### src/sv/tksel_pkg.sv
package tksel_pkg;

  localparam int LIST_DEPTH_DEF  = 10;
  localparam int MAX_CLASSES_DEF = 256;

  localparam int SCORE_W = 8;
  localparam int CLASS_W = 8;

  // input beat: one class score of the current row
  typedef struct packed {
    logic [SCORE_W-1:0] class_score;
    logic               row_end;
  } in_item_t;

  // output beat: one rank of the finished list
  typedef struct packed {
    logic [SCORE_W-1:0] kept_score;
    logic [CLASS_W-1:0] kept_class;
    logic               list_end;
  } out_item_t;

  // one list entry held by a cell
  typedef struct packed {
    logic [SCORE_W-1:0] score;
    logic [CLASS_W-1:0] cls;
  } entry_t;

  // per-cell operation for the current cycle
  typedef enum logic [1:0] {
    CELL_HOLD,
    CELL_INSERT,
    CELL_LOAD,
    CELL_SHIFT
  } cell_op_t;

  // control travelling from the sequencer to each cell
  typedef struct packed {
    cell_op_t op;
    entry_t   new_entry;
  } cell_ctrl_t;

  typedef enum logic {
    ST_COLLECT,
    ST_DRAIN
  } state_t;

endpackage

### src/sv/tksel_cell.sv
module tksel_cell (
  input  logic                clk,
  input  logic                rst,
  input  tksel_pkg::cell_ctrl_t ctrl,
  input  logic                upper_gt,
  input  tksel_pkg::entry_t   upper_entry,
  input  tksel_pkg::entry_t   lower_entry,
  output logic                gt,
  output tksel_pkg::entry_t   entry
);
  import tksel_pkg::*;

  entry_t entry_next;

  // new score beats the entry held here (strict, so ties keep the older one above)
  assign gt = ctrl.new_entry.score > entry.score;

  // insertion takes the upper neighbour when it was also beaten, else the new pair
  always_comb begin
    entry_next = entry;
    unique case (ctrl.op)
      CELL_HOLD:   entry_next = entry;
      CELL_INSERT: begin
        if (gt) begin
          entry_next = upper_gt ? upper_entry : ctrl.new_entry;
        end
      end
      CELL_LOAD:   entry_next = ctrl.new_entry;
      CELL_SHIFT:  entry_next = lower_entry;
      default:     entry_next = entry;
    endcase
  end

  always_ff @(posedge clk) begin
    if (rst) begin
      entry <= '0;
    end else begin
      entry <= entry_next;
    end
  end

endmodule

### src/sv/topk_score_selector_top.sv
// The first ranked pair is offered in the cycle after the row_end beat is taken.
// Throughput: one score per cycle while a row is collected; after row_end the list
// drains LIST_DEPTH beats, top rank first, one per cycle with out_ready high.
// No input is taken while the list drains; the chain of cells empties to zero as it drains.
// Reset (rst, synchronous) clears the list, the class counter and returns to collecting.
module topk_score_selector_top #(
  parameter int LIST_DEPTH  = tksel_pkg::LIST_DEPTH_DEF,
  parameter int MAX_CLASSES = tksel_pkg::MAX_CLASSES_DEF
) (
  input  logic                 clk,
  input  logic                 rst,
  input  logic                 in_valid,
  output logic                 in_ready,
  input  tksel_pkg::in_item_t  in_data,
  output logic                 out_valid,
  input  logic                 out_ready,
  output tksel_pkg::out_item_t out_data
);
  import tksel_pkg::*;

  localparam int CNT_W  = $clog2(MAX_CLASSES);
  localparam int RANK_W = $clog2(LIST_DEPTH);

  state_t             state;
  state_t             state_next;
  logic [CNT_W-1:0]   class_counter;
  logic [CNT_W-1:0]   class_counter_next;
  logic [RANK_W-1:0]  rank;
  logic [RANK_W-1:0]  rank_next;

  logic               in_fire;
  logic               out_fire;
  logic               last_rank;
  entry_t             new_entry;
  cell_ctrl_t         ctrl     [LIST_DEPTH];
  entry_t             entries  [LIST_DEPTH];
  logic               gts      [LIST_DEPTH];

  assign in_fire   = in_valid && in_ready;
  assign out_fire  = out_valid && out_ready;
  assign last_rank = rank == RANK_W'(LIST_DEPTH - 1);

  assign new_entry.score = in_data.class_score;
  assign new_entry.cls   = CLASS_W'(class_counter);

  // next state
  always_comb begin
    state_next = state;
    unique case (state)
      ST_COLLECT: if (in_fire && in_data.row_end) state_next = ST_DRAIN;
      ST_DRAIN:   if (out_fire && last_rank) state_next = ST_COLLECT;
      default:    state_next = ST_COLLECT;
    endcase
  end

  // handshake outputs
  always_comb begin
    in_ready  = 1'b0;
    out_valid = 1'b0;
    unique case (state)
      ST_COLLECT: in_ready  = 1'b1;
      ST_DRAIN:   out_valid = 1'b1;
      default:    in_ready  = 1'b0;
    endcase
  end

  // class index counter, wraps at MAX_CLASSES, cleared at row end
  always_comb begin
    class_counter_next = class_counter;
    if (in_fire) begin
      if (in_data.row_end || class_counter == CNT_W'(MAX_CLASSES - 1)) begin
        class_counter_next = '0;
      end else begin
        class_counter_next = class_counter + 1'b1;
      end
    end
  end

  // rank of the pair currently offered
  always_comb begin
    rank_next = rank;
    if (in_fire && in_data.row_end) begin
      rank_next = '0;
    end else if (out_fire) begin
      rank_next = last_rank ? '0 : rank + 1'b1;
    end
  end

  always_ff @(posedge clk) begin
    if (rst) begin
      state         <= ST_COLLECT;
      class_counter <= '0;
      rank          <= '0;
    end else begin
      state         <= state_next;
      class_counter <= class_counter_next;
      rank          <= rank_next;
    end
  end

  // per-cell operation: insert on a plain beat, force the bottom on row end, shift on drain
  always_comb begin
    for (int i = 0; i < LIST_DEPTH; i++) begin
      ctrl[i].new_entry = new_entry;
      ctrl[i].op        = CELL_HOLD;
      if (in_fire) begin
        if (!in_data.row_end) begin
          ctrl[i].op = CELL_INSERT;
        end else if (i == LIST_DEPTH - 1) begin
          ctrl[i].op = CELL_LOAD;
        end
      end else if (out_fire) begin
        ctrl[i].op = CELL_SHIFT;
      end
    end
  end

  // the chain: rank 0 at the top, each cell sees its neighbours
  for (genvar g = 0; g < LIST_DEPTH; g++) begin : g_cell
    logic   up_gt;
    entry_t up_entry;
    entry_t low_entry;

    if (g == 0) begin : g_top
      assign up_gt    = 1'b0;
      assign up_entry = '0;
    end else begin : g_mid
      assign up_gt    = gts[g-1];
      assign up_entry = entries[g-1];
    end

    if (g == LIST_DEPTH - 1) begin : g_bot
      assign low_entry = '0;
    end else begin : g_inner
      assign low_entry = entries[g+1];
    end

    tksel_cell u_cell (
      .clk         (clk),
      .rst         (rst),
      .ctrl        (ctrl[g]),
      .upper_gt    (up_gt),
      .upper_entry (up_entry),
      .lower_entry (low_entry),
      .gt          (gts[g]),
      .entry       (entries[g])
    );
  end

  // the top cell is the output register
  assign out_data.kept_score = entries[0].score;
  assign out_data.kept_class = entries[0].cls;
  assign out_data.list_end   = last_rank;

endmodule

### config.mk
export PLATFORM = sky130hd
export DESIGN_NAME = topk_score_selector_top
export DESIGN_NICKNAME = d
export VERILOG_FILES = /design/src/sv/tksel_pkg.sv /design/src/sv/tksel_cell.sv /design/src/sv/topk_score_selector_top.sv
export SDC_FILE = /design/constraint.sdc
export NUM_CORES = 1
export LEC_CHECK = 0
export BUFFER_PORTS_ARGS = -buffer_cell sky130_fd_sc_hd__buf_4
export CAP_MARGIN = 20
export CORE_ASPECT_RATIO = 1.1
export CORE_MARGIN = 1.5
export CORE_UTILIZATION = 60
export CTS_CLUSTER_SIZE = 12
export DETAILED_ROUTE_END_ITERATION = 6
export PLACE_DENSITY = 0.85
export SYNTH_ARGS = -nofsm -noshare
export SYNTH_HDL_FRONTEND = slang
export SYNTH_SLANG_ARGS = --single-unit
### constraint.sdc
create_clock -name clk -period 2.5 [get_ports clk]
set_input_delay 0.25 -clock clk [delete_from_list [all_inputs] [get_ports clk]]
set_output_delay 0.25 -clock clk [all_outputs]
set_load 0.01 [all_outputs]
# --- After elaboration in Yosys (flattened, before gate mapping) ---
# Cells that the tools add are included.
word_totals:
  word_cells: 115
  inputBits: 13
  output_inout_bits: 19
  ff_bits: 173
op_classes:
  eq_ne: 18
  n_lt_le_gt_ge: 10
  n_mux: 41
  add_sub_neg: 2
  n_bitwise: 3
  reduce_logical: 18
ops:
  columns: ["op", "count"]
  rows:
  - ["case mux 16 bit (3 select lines)", 10]
  - ["2-to-1 mux 16 bit", 19]
  - ["greater-than comparator 8 bit", 10]
  - ["!= test 2 x 1 -> 1 bit, second input constant", 10]
  - ["AND reduction 2 bit", 10]
  - ["adder 8 x 1 -> 8 bit, second input constant", 1]
  - ["== test 2 bit, second input constant", 4]
  - ["== test 8 bit, second input constant", 1]
  - ["2-to-1 mux 2 bit", 4]
  - ["2-to-1 mux 8 bit", 1]
  - ["2-to-1 mux 1 bit", 5]
  - ["adder 4 x 1 -> 4 bit, second input constant", 1]
  - ["== test 2 x 1 -> 1 bit, second input constant", 2]
  - ["== test 4 bit, second input constant", 1]
  - ["logical AND 1 bit", 4]
  - ["logical NOT 2 bit", 2]
  - ["2-to-1 mux 4 bit", 1]
  - ["inverter 1 bit", 3]
  - ["case mux 1 bit (2 select lines)", 1]
  - ["OR reduction 2 bit", 1]
  - ["logical OR 1 bit", 1]

# --- Longest topological paths before layout ---
# Gate-level depths: netlist (run 1).
depth:
  word_depth: 7
  ltp_mapped: 12
  mapped_depth_nobuf: 8

# --- Cells and area by module ---
# A second synthesis (run 1) with hierarchy kept.
unflattened:
  cells_unflattened: 1710
  area_unflattened_um2: 14377.5
by_module_without_submodules:
  columns: ["mod", "instances", "area_per_inst_um2", "cells_each", "seq_area_each_um2"]
  rows:
  - ["tksel_cell", 10, 1368.8, 163, 320.3]
  - ["topk_score_selector_top", 1, 689.4, 80, 260.2]

# --- Worst setup path after synthesis (run 1) ---
# OpenSTA, ideal clock, no wires.
synth_path:
  path_type: "input-to-reg"
  startpoint: "input in_data[1] (netlist bit)"
  endpoint: "register g_cell[9].u_cell.entry[10] (netlist bit)"
  path_slack_ns: 0.177
  stages: 10
  setup_time_ns: 0.143
  path_buffers: 2
  t_required_ns: 2.357
  t_arrival_ns: 2.180
  cell_sequence: "buf_2 > inv_1 > ha_1 > nand4_1 > or3b_4 > a21oi_4 > o31ai_4 > buf_4 > a221oi_2 > a211oi_2"
synth_via:
  elab_chain_len: 4
  elab_cells_between_ends: 7
  cone_classes: "2 x order compare; 1 x eq/ne; 3 x mux; 1 x reduce/logical"
synth_rtl:
  columns: ["element", "line_no", "source"]
  rows:
  - ["start, declared", "topk_score_selector_top.sv:14", "input tksel_pkg::in_item_t in_data,"]
  - ["greater-than comparator 8 bit", "tksel_cell.sv:16", "assign gt = ctrl.new_entry.score > entry.score;"]
  - ["2-to-1 mux 16 bit", "tksel_cell.sv:25", "entry_next = upper_gt ? upper_entry : ctrl.new_entry;"]
  - ["2-to-1 mux 16 bit", "tksel_cell.sv:24", "if (gt) begin"]
  - ["case mux 16 bit (3 select lines)", "tksel_cell.sv:21", "unique case (ctrl.op)"]
  - ["end signal, assigned", "tksel_cell.sv:38", "entry <= entry_next;"]
  - ["end, declared", "tksel_cell.sv:9", "output tksel_pkg::entry_t entry"]
# Parallel ways exist; a longest one is shown, timed or not. The select of a mux whose other input is x is not followed.
# A chain may end at the register's enable or synchronous reset.

# --- Worst setup path in the final report (run 1) ---
layout_path:
  startpoint: "register g_cell[6].u_cell.entry[14] (netlist bit)"
  endpoint: "register g_cell[7].u_cell.entry[1] (netlist bit)"
layout_via:
  elab_chain_len: 4
layout_rtl:
  columns: ["element", "line_no"]
  rows:
  - ["start, declared", "tksel_cell.sv:9"]
  - ["start signal, assigned", "tksel_cell.sv:38"]
  - ["greater-than comparator 8 bit", "tksel_cell.sv:16"]
  - ["2-to-1 mux 16 bit", "tksel_cell.sv:25"]
  - ["2-to-1 mux 16 bit", "tksel_cell.sv:24"]
  - ["case mux 16 bit (3 select lines)", "tksel_cell.sv:21"]
  - ["end signal, assigned", "tksel_cell.sv:38"]
  - ["end, declared", "tksel_cell.sv:9"]
# Every way passes these cells. The select of a mux whose other input is x is not followed.

==> results of run 1 <==
-- metal layers --
| metal | global-route usage [%] | part of all wire [%] |
|---|---|---|
| met1 | 35.7 | 41 |
| met2 | 52.9 | 50 |
| met3 | 5.66 | 5.4 |
| met4 | 15.4 | 3.8 |
| met5 | 0 | 0 |
-- power by group --
group / internal, W / switching, W
Combinational: 0.000658 / 0.000888
Sequential: 0.00288 / 0.000101
Clock: 0.00142 / 0.00121
Total: 0.00495 / 0.00220
-- layout make-up --
cell class / instances / area [sq um]
Timing Repair Buffer: 110 / 930
Multi-Input combinational cell: 790 / 6260
Fill cell: 1267 / 5510
Clock buffer: 19 / 443
Clock inverter: 12 / 126
Sequential cell: 173 / 3460
Tap cell: 238 / 298
Inverter: 137 / 514
-- through the flow --
stage / worst slack, ns / TNS, ns / total power [W]
CTS: 0.0951 / 0 / 0.00712
detailed placement: -0.0301 / -0.230 / 0.00454
floorplan: 0.177 / 0 / 0.00410
global route: 0.00559 / 0 / 0.00740
global placement: 0.0551 / 0 / 0.00449
finish: 0.103 / 0 / 0.00715
-- critical path: cells and delay by family, from the launching register on --
family | cells | cell delay [ns]
flip-flops | 1 | 0.36
multiplexers | 1 | 0.25
AO/OA/AOI/OAI | 4 | 0.97
adder cells (fa/ha/maj) | 1 | 0.34
buffers and inverters | 2 | 0.36
-- logic make-up (layout without fill, tap and decap cells) --
family                   count (synthesis)  after routing  synth area share (%)
AO/OA/AOI/OAI                          310            310                  26.2
AND/OR/NAND/NOR                        283            283                  11.8
buffers and inverters                  224            278                  9.41
flip-flops                             173            173                  32.4
multiplexers                           108            108                  10.1
adder cells (fa/ha/maj)                 81             81                  9.48
XOR/XNOR                                 8              8                 0.656
-- how the worst max path moves through the flow --
stage                                          start                          to  slack [ns]  cells after the start
after detailed placement                  in_data[7]   g_cell[2].u_cell.entry[8]       -0.03                      9
final                     g_cell[6].u_cell.entry[14]   g_cell[7].u_cell.entry[1]        0.10                      8
after floorplan                           in_data[1]  g_cell[9].u_cell.entry[10]        0.18                     10
after CTS                 g_cell[8].u_cell.entry[15]   g_cell[8].u_cell.entry[9]         0.1                      9
after global placement                    in_data[6]  g_cell[2].u_cell.entry[10]        0.06                      9
after global routing       g_cell[6].u_cell.entry[9]   g_cell[7].u_cell.entry[2]       0.006                      9
-- state kept, by name (all words and copies together) (netlist names) --
signal,count
class_counter,8
g_cell.u_cell.entry,160
state,1
rank,4
-- cells in the final DEF, fill, tap and decap left out, drive strengths merged, types with 7 or more instances in the layout --
master  instances
nand4          16
dfxtp         173
a211oi         23
o32ai          16
buf           110
nor2           40
inv           144
a22oi          28
a221oi         32
nor3           19
nand3           8
o211ai          7
clkbuf         19
o221ai         80
ha             81
nand2         169
a21oi          33
a311oi         16
mux2i         108
nor2b          12
o21ai          23
o22ai          17
-- timing repair --
item                                    4_1_cts  5_1_grt
hold buffers                                  0        0
gates resized for setup                       0        6
endpoints found under the setup margin        0       27
==> results_dict.tcl, run 1 <==
set metrics [dict create \
    maxCapViolations 0 \
    finalHoldViolCount 0 \
    fin_cells 1479 \
    dieWidth_um 130 \
    clk_latency_ns 0.45 \
    synth_top_area_cell "dfxtp_1" \
    cp.arrival_ns 2.72 \
    synth_nets 1281 \
    worstSetupPathType "flip-flop to flip-flop" \
    peakVddDrop_v 0.000524 \
    grt_pass1_vias 9096 \
    grt-ovfl-total 0 \
    hold_depth 3 \
    post-route-period-util_pct 95.9 \
    synth-async-reset-ratio_pct 0 \
    start_kind "flip-flop" \
    rsz0062_at_grt "false" \
    worst_pin_slew_ns 0.631 \
    worstHoldStart "in_data[5]" \
    core_sq_mm 0.0175 \
    cpMaxStageDelayCell "o32a_1" \
    status "finished clean" \
    io_pins 32 \
    post_dp_cell_area_sq_mm 0.0114 \
    placed_cells 1448 \
    syn_area_per_cell_sq_um 9.01 \
    post-route-cell-area_sq_mm 0.0120 \
    gp_congestion 0.851 \
    path_clk_slew_ns 0.07 \
    maxSlewViolCount 0 \
    drt-initial-drc-count 859 \
    netlist_top_cells_count "173 x dfxtp_1, 168 x nand2_1, 137 x inv_1, 108 x mux2i_1, 81 x ha_1" \
    clockRootBuffer "clkbuf_16" \
    die-height_um 143 \
    ys_seq_area_share_pct 32.4 \
    cpPeakStageDelay_ns 0.47 \
    yosysTopAreaCellShare_pct 32.4 \
    fin_util_pct 68.6 \
    synth_edf_count 0 \
    vias_per_cell 6.35 \
    clock_sinks 173 \
    fin_skew_ns 0.00818 \
    finalSetupViolations 0 \
    htreeDepth 4 \
    cp.required_ns 2.83 \
    fmax_mhz 417 \
    initial_core_util_pct 60.9 \
    clockBufferDepth 2 \
    ys.flop_type "dfxtp_1" \
    grt_max_degree 81 \
    synth-seq-cells 173 \
    grt_use_total_pct 30.5 \
    drc 0 \
    ys_warn_count 0 \
    fin_nets 1323 \
    rr_endpoint "g_cell[7].u_cell.entry[1]" \
    cts_tree "yes" \
    dp_hpwl_mm 19.8 \
    row_count 51 \
    yosysUniqueCellTypes 70 \
    drive_above_1_share_pct 17.8 \
    end_kind "flip-flop" \
    path_cells "inv_1, ha_1, a21oi_1, a21boi_0, o32a_1, buf_4, mux2i_1, o221ai_2" \
    finalHoldWorstSlack_ns 0.145 \
    via_count 9388 \
    io_buffers 31 \
    p_per_area_mw_per_mm2 594 \
    post-route-min-period_ns 2.40 \
    yosysMostFrequentCell "dfxtp_1" \
    grt_pass1_wl_mm 45.1 \
    synthesis.area_sq_mm 0.0107 \
    first_pass_iters 7 \
    relSlewSlack_pct 57.9 \
    antenna_found_initial 0 \
    cts_made_buffers 17 \
    postRouteAntennaNets 0 \
    leakage_nw 4.62 \
    wl_per_cell_um 18.8 \
    hp-class "input port to flip-flop" \
    netlist_instances 1187 \
    postCtsSetupRepairBufs 0 \
    worst_r2r_path_depth 8 \
    rr_startpoint "g_cell[6].u_cell.entry[14]" \
    syn2layout_area_growth_pct 12.6 \
    worstPathMaxFanout 8 \
    yosys-top-cells-area "dfxtp_1 32%, mux2i_1 10%, ha_1 9.5%" \
    r2r_slack_ns 0.10 \
    min_to "g_cell[0].u_cell.entry[12]" \
    die_area_sq_mm 0.0186 \
    wirelength_mm 27.9 \
    antenna_cells 0 \
]
No activity file was read; power rests on OpenSTA's default activity.
==> run 2: changes to the inputs <==
Settings changed: CELL_PAD_IN_SITES_DETAIL_PLACEMENT set to 0, CELL_PAD_IN_SITES_GLOBAL_PLACEMENT set to 1, CORE_UTILIZATION 60 to 49, PLACE_DENSITY 0.85 to 0.88.
==> results_dict.tcl, run 2 (same netlist as run 1, synthesis figures left out) <==
set metrics [dict create \
    worst_r2r_path_depth 9 \
    dieWidth_um 144 \
    cp.arrival_ns 2.68 \
    rr_startpoint "g_cell[8].u_cell.entry[13]" \
    nFillCells 1910 \
    fin_skew_ns 0.0129 \
    reg.largest.list "g_cell.u_cell.entry x160, class_counter x8, rank x4" \
    hp-class "input port to flip-flop" \
    grt_pass1_wl_mm 44.5 \
    hold_buffers 0 \
    maxSlewViolCount 0 \
    peakVddDrop_v 0.000398 \
    initial_core_util_pct 50.0 \
    relSlewSlack_pct 59.3 \
    die_area_sq_mm 0.0227 \
    fin_nets 1331 \
    worstSetupPathType "flip-flop to flip-flop" \
    grt_max_degree 65 \
    final_cell_mix "173 x dfxtp_1, 167 x nand2_1, 137 x inv_1" \
    pwr-share-seq_pct 40.7 \
    rsz0062_at_grt "false" \
    antenna_cells 0 \
    dp_hpwl_mm 20.4 \
    clock_sinks 173 \
    p_clk_share_pct 38.2 \
    htreeDepth 4 \
    core_sq_mm 0.0214 \
    comb_power_share_pct 21.1 \
    largest_reg_flops 160 \
    cell_internal_pwr_w 0.00499 \
    fmax_mhz 426 \
    top_register "g_cell.u_cell.entry" \
    rr_endpoint "g_cell[8].u_cell.entry[8]" \
    fin_util_pct 57.1 \
    antenna_found_initial 1 \
    drt-initial-drc-count 523 \
    finalHoldWorstSlack_ns 0.153 \
    cpPeakStageDelay_ns 0.43 \
    r2r_slack_ns 0.15 \
    start_kind "flip-flop" \
    switchingPower_w 0.00231 \
    clockRootBuffer "clkbuf_16" \
    worstPathMaxFanout 16 \
    grt.busiest_layer "met2" \
    gp_congestion 0.853 \
    drc 0 \
    wl_per_cell_um 17.7 \
    maxCapViolations 0 \
    finalHoldViolCount 0 \
    vias_per_cell 5.79 \
    grt-ovfl-total 0 \
    cts_made_buffers 17 \
    status "finished clean" \
    seq_area_sq_mm 0.00346 \
    postRouteAntennaNets 0 \
    wirelength_mm 27.3 \
    post-route-min-period_ns 2.35 \
    use_met2_pct 43.5 \
    first_pass_iters 5 \
    cts_tree "yes" \
    clockBufferDepth 2 \
    die-height_um 158 \
    io_pins 32 \
    row_count 56 \
    global_route.usage.met1_pct 30.9 \
    netSwitchingFraction_pct 31.6 \
    leakage_nw 4.70 \
    min_to "state" \
    worst_pin_slew_ns 0.611 \
    multiInputGateArea_sq_mm 0.00626 \
    post-route-period-util_pct 93.9 \
    io_buffers 31 \
    path_cells "inv_1, ha_1, nand2_1, or3b_4, a21oi_4, o31ai_2, buf_4, a22o_1, a221o_1" \
    via_count 8923 \
    grt_use_total_pct 24.5 \
    drive_above_1_share_pct 18.4 \
    final_common_cell "dfxtp_1" \
    grt_use_met3_pct 3.54 \
    cp.required_ns 2.83 \
    worstHoldStart "in_valid" \
    finalSetupViolations 0 \
    path_clk_slew_ns 0.08 \
    p_per_area_mw_per_mm2 598 \
    cpMaxStageDelayCell "dfxtp_1" \
    end_kind "flip-flop" \
    clk_latency_ns 0.44 \
    grt_pass1_vias 8610 \
    hold_depth 3 \
    syn2layout_area_growth_pct 14.2 \
]
run 2: cell count changes in the layout (fill, tap and decap cells not counted), sizes merged:
cell,before,now
buf,110,118
clkinv,0,6
clkinvlp,4,0
clkbuf,19,17
inv,144,145
run 2: area by class of cell:
class,count,area share [%]
Sequential cell,173,28.4
Tap cell,290,2.97
Clock buffer,17,3.48
Multi-Input combinational cell,790,51.3
Timing Repair Buffer,118,8.11
Clock inverter,15,1.58
Inverter,137,4.21
run 2: worst max-delay path by stage:
| stage | startpoint | endpoint | depth (start not counted) |
|---|---|---|---|
| 4_1_cts | g_cell[4].u_cell.entry[15] | g_cell[4].u_cell.entry[9] | 8 |
| 2_1_floorplan | in_data[1] | g_cell[9].u_cell.entry[10] | 10 |
| 3_3_place_gp | in_data[2] | g_cell[9].u_cell.entry[2] | 9 |
| 5_1_grt | g_cell[2].u_cell.entry[13] | g_cell[3].u_cell.entry[2] | 9 |
| 6_report | g_cell[8].u_cell.entry[13] | g_cell[8].u_cell.entry[8] | 9 |
| 3_5_place_dp | in_data[4] | g_cell[4].u_cell.entry[9] | 10 |
run 2: layer usage:
metal	wire [um]	share of wire, %
met5	0	0
met4	359	1.3
met3	939	3.4
met2	13700	50
met1	12300	45
run 2: metrics by stage:
step	instances	total power, W	cell area, sq um	setup TNS [ns]	setup slack (ns)
final	1540	0.00730	12200	0	0.153
after global routing	1540	0.00760	12200	0	0.0162
after CTS	1539	0.00732	12200	0	0.0323
after detailed placement	1504	0.00454	11500	-2.77	-0.116
after global placement	1504	0.00451	11500	-0.791	-0.0372
after floorplan	1187	0.00410	10700	0	0.177
run 2: power groups by stage:
stage	combinational, W	sequential (W)	clock (W)
final	0.00154	0.00297	0.00279
after global routing	0.00169	0.00299	0.00293
after CTS	0.00153	0.00297	0.00282
after detailed placement	0.00151	0.00303	0
after global placement	0.00148	0.00303	0
after floorplan	0.00108	0.00302	0
run 2: repair_timing:
item | CTS | global route
pin swaps | 1 | 2
setup buffers | 3 | 1
setup endpoints to repair | 17 | 29
resized for setup | 1 | 2
run 2: worst max-delay path: cells and delay by family, from the launching register on:
family	cells	cell delay, ns
AO/OA/AOI/OAI	4	0.75
AND/OR/NAND/NOR	2	0.47
flip-flops	1	0.43
buffers and inverters	2	0.29
adder cells (fa/ha/maj)	1	0.29
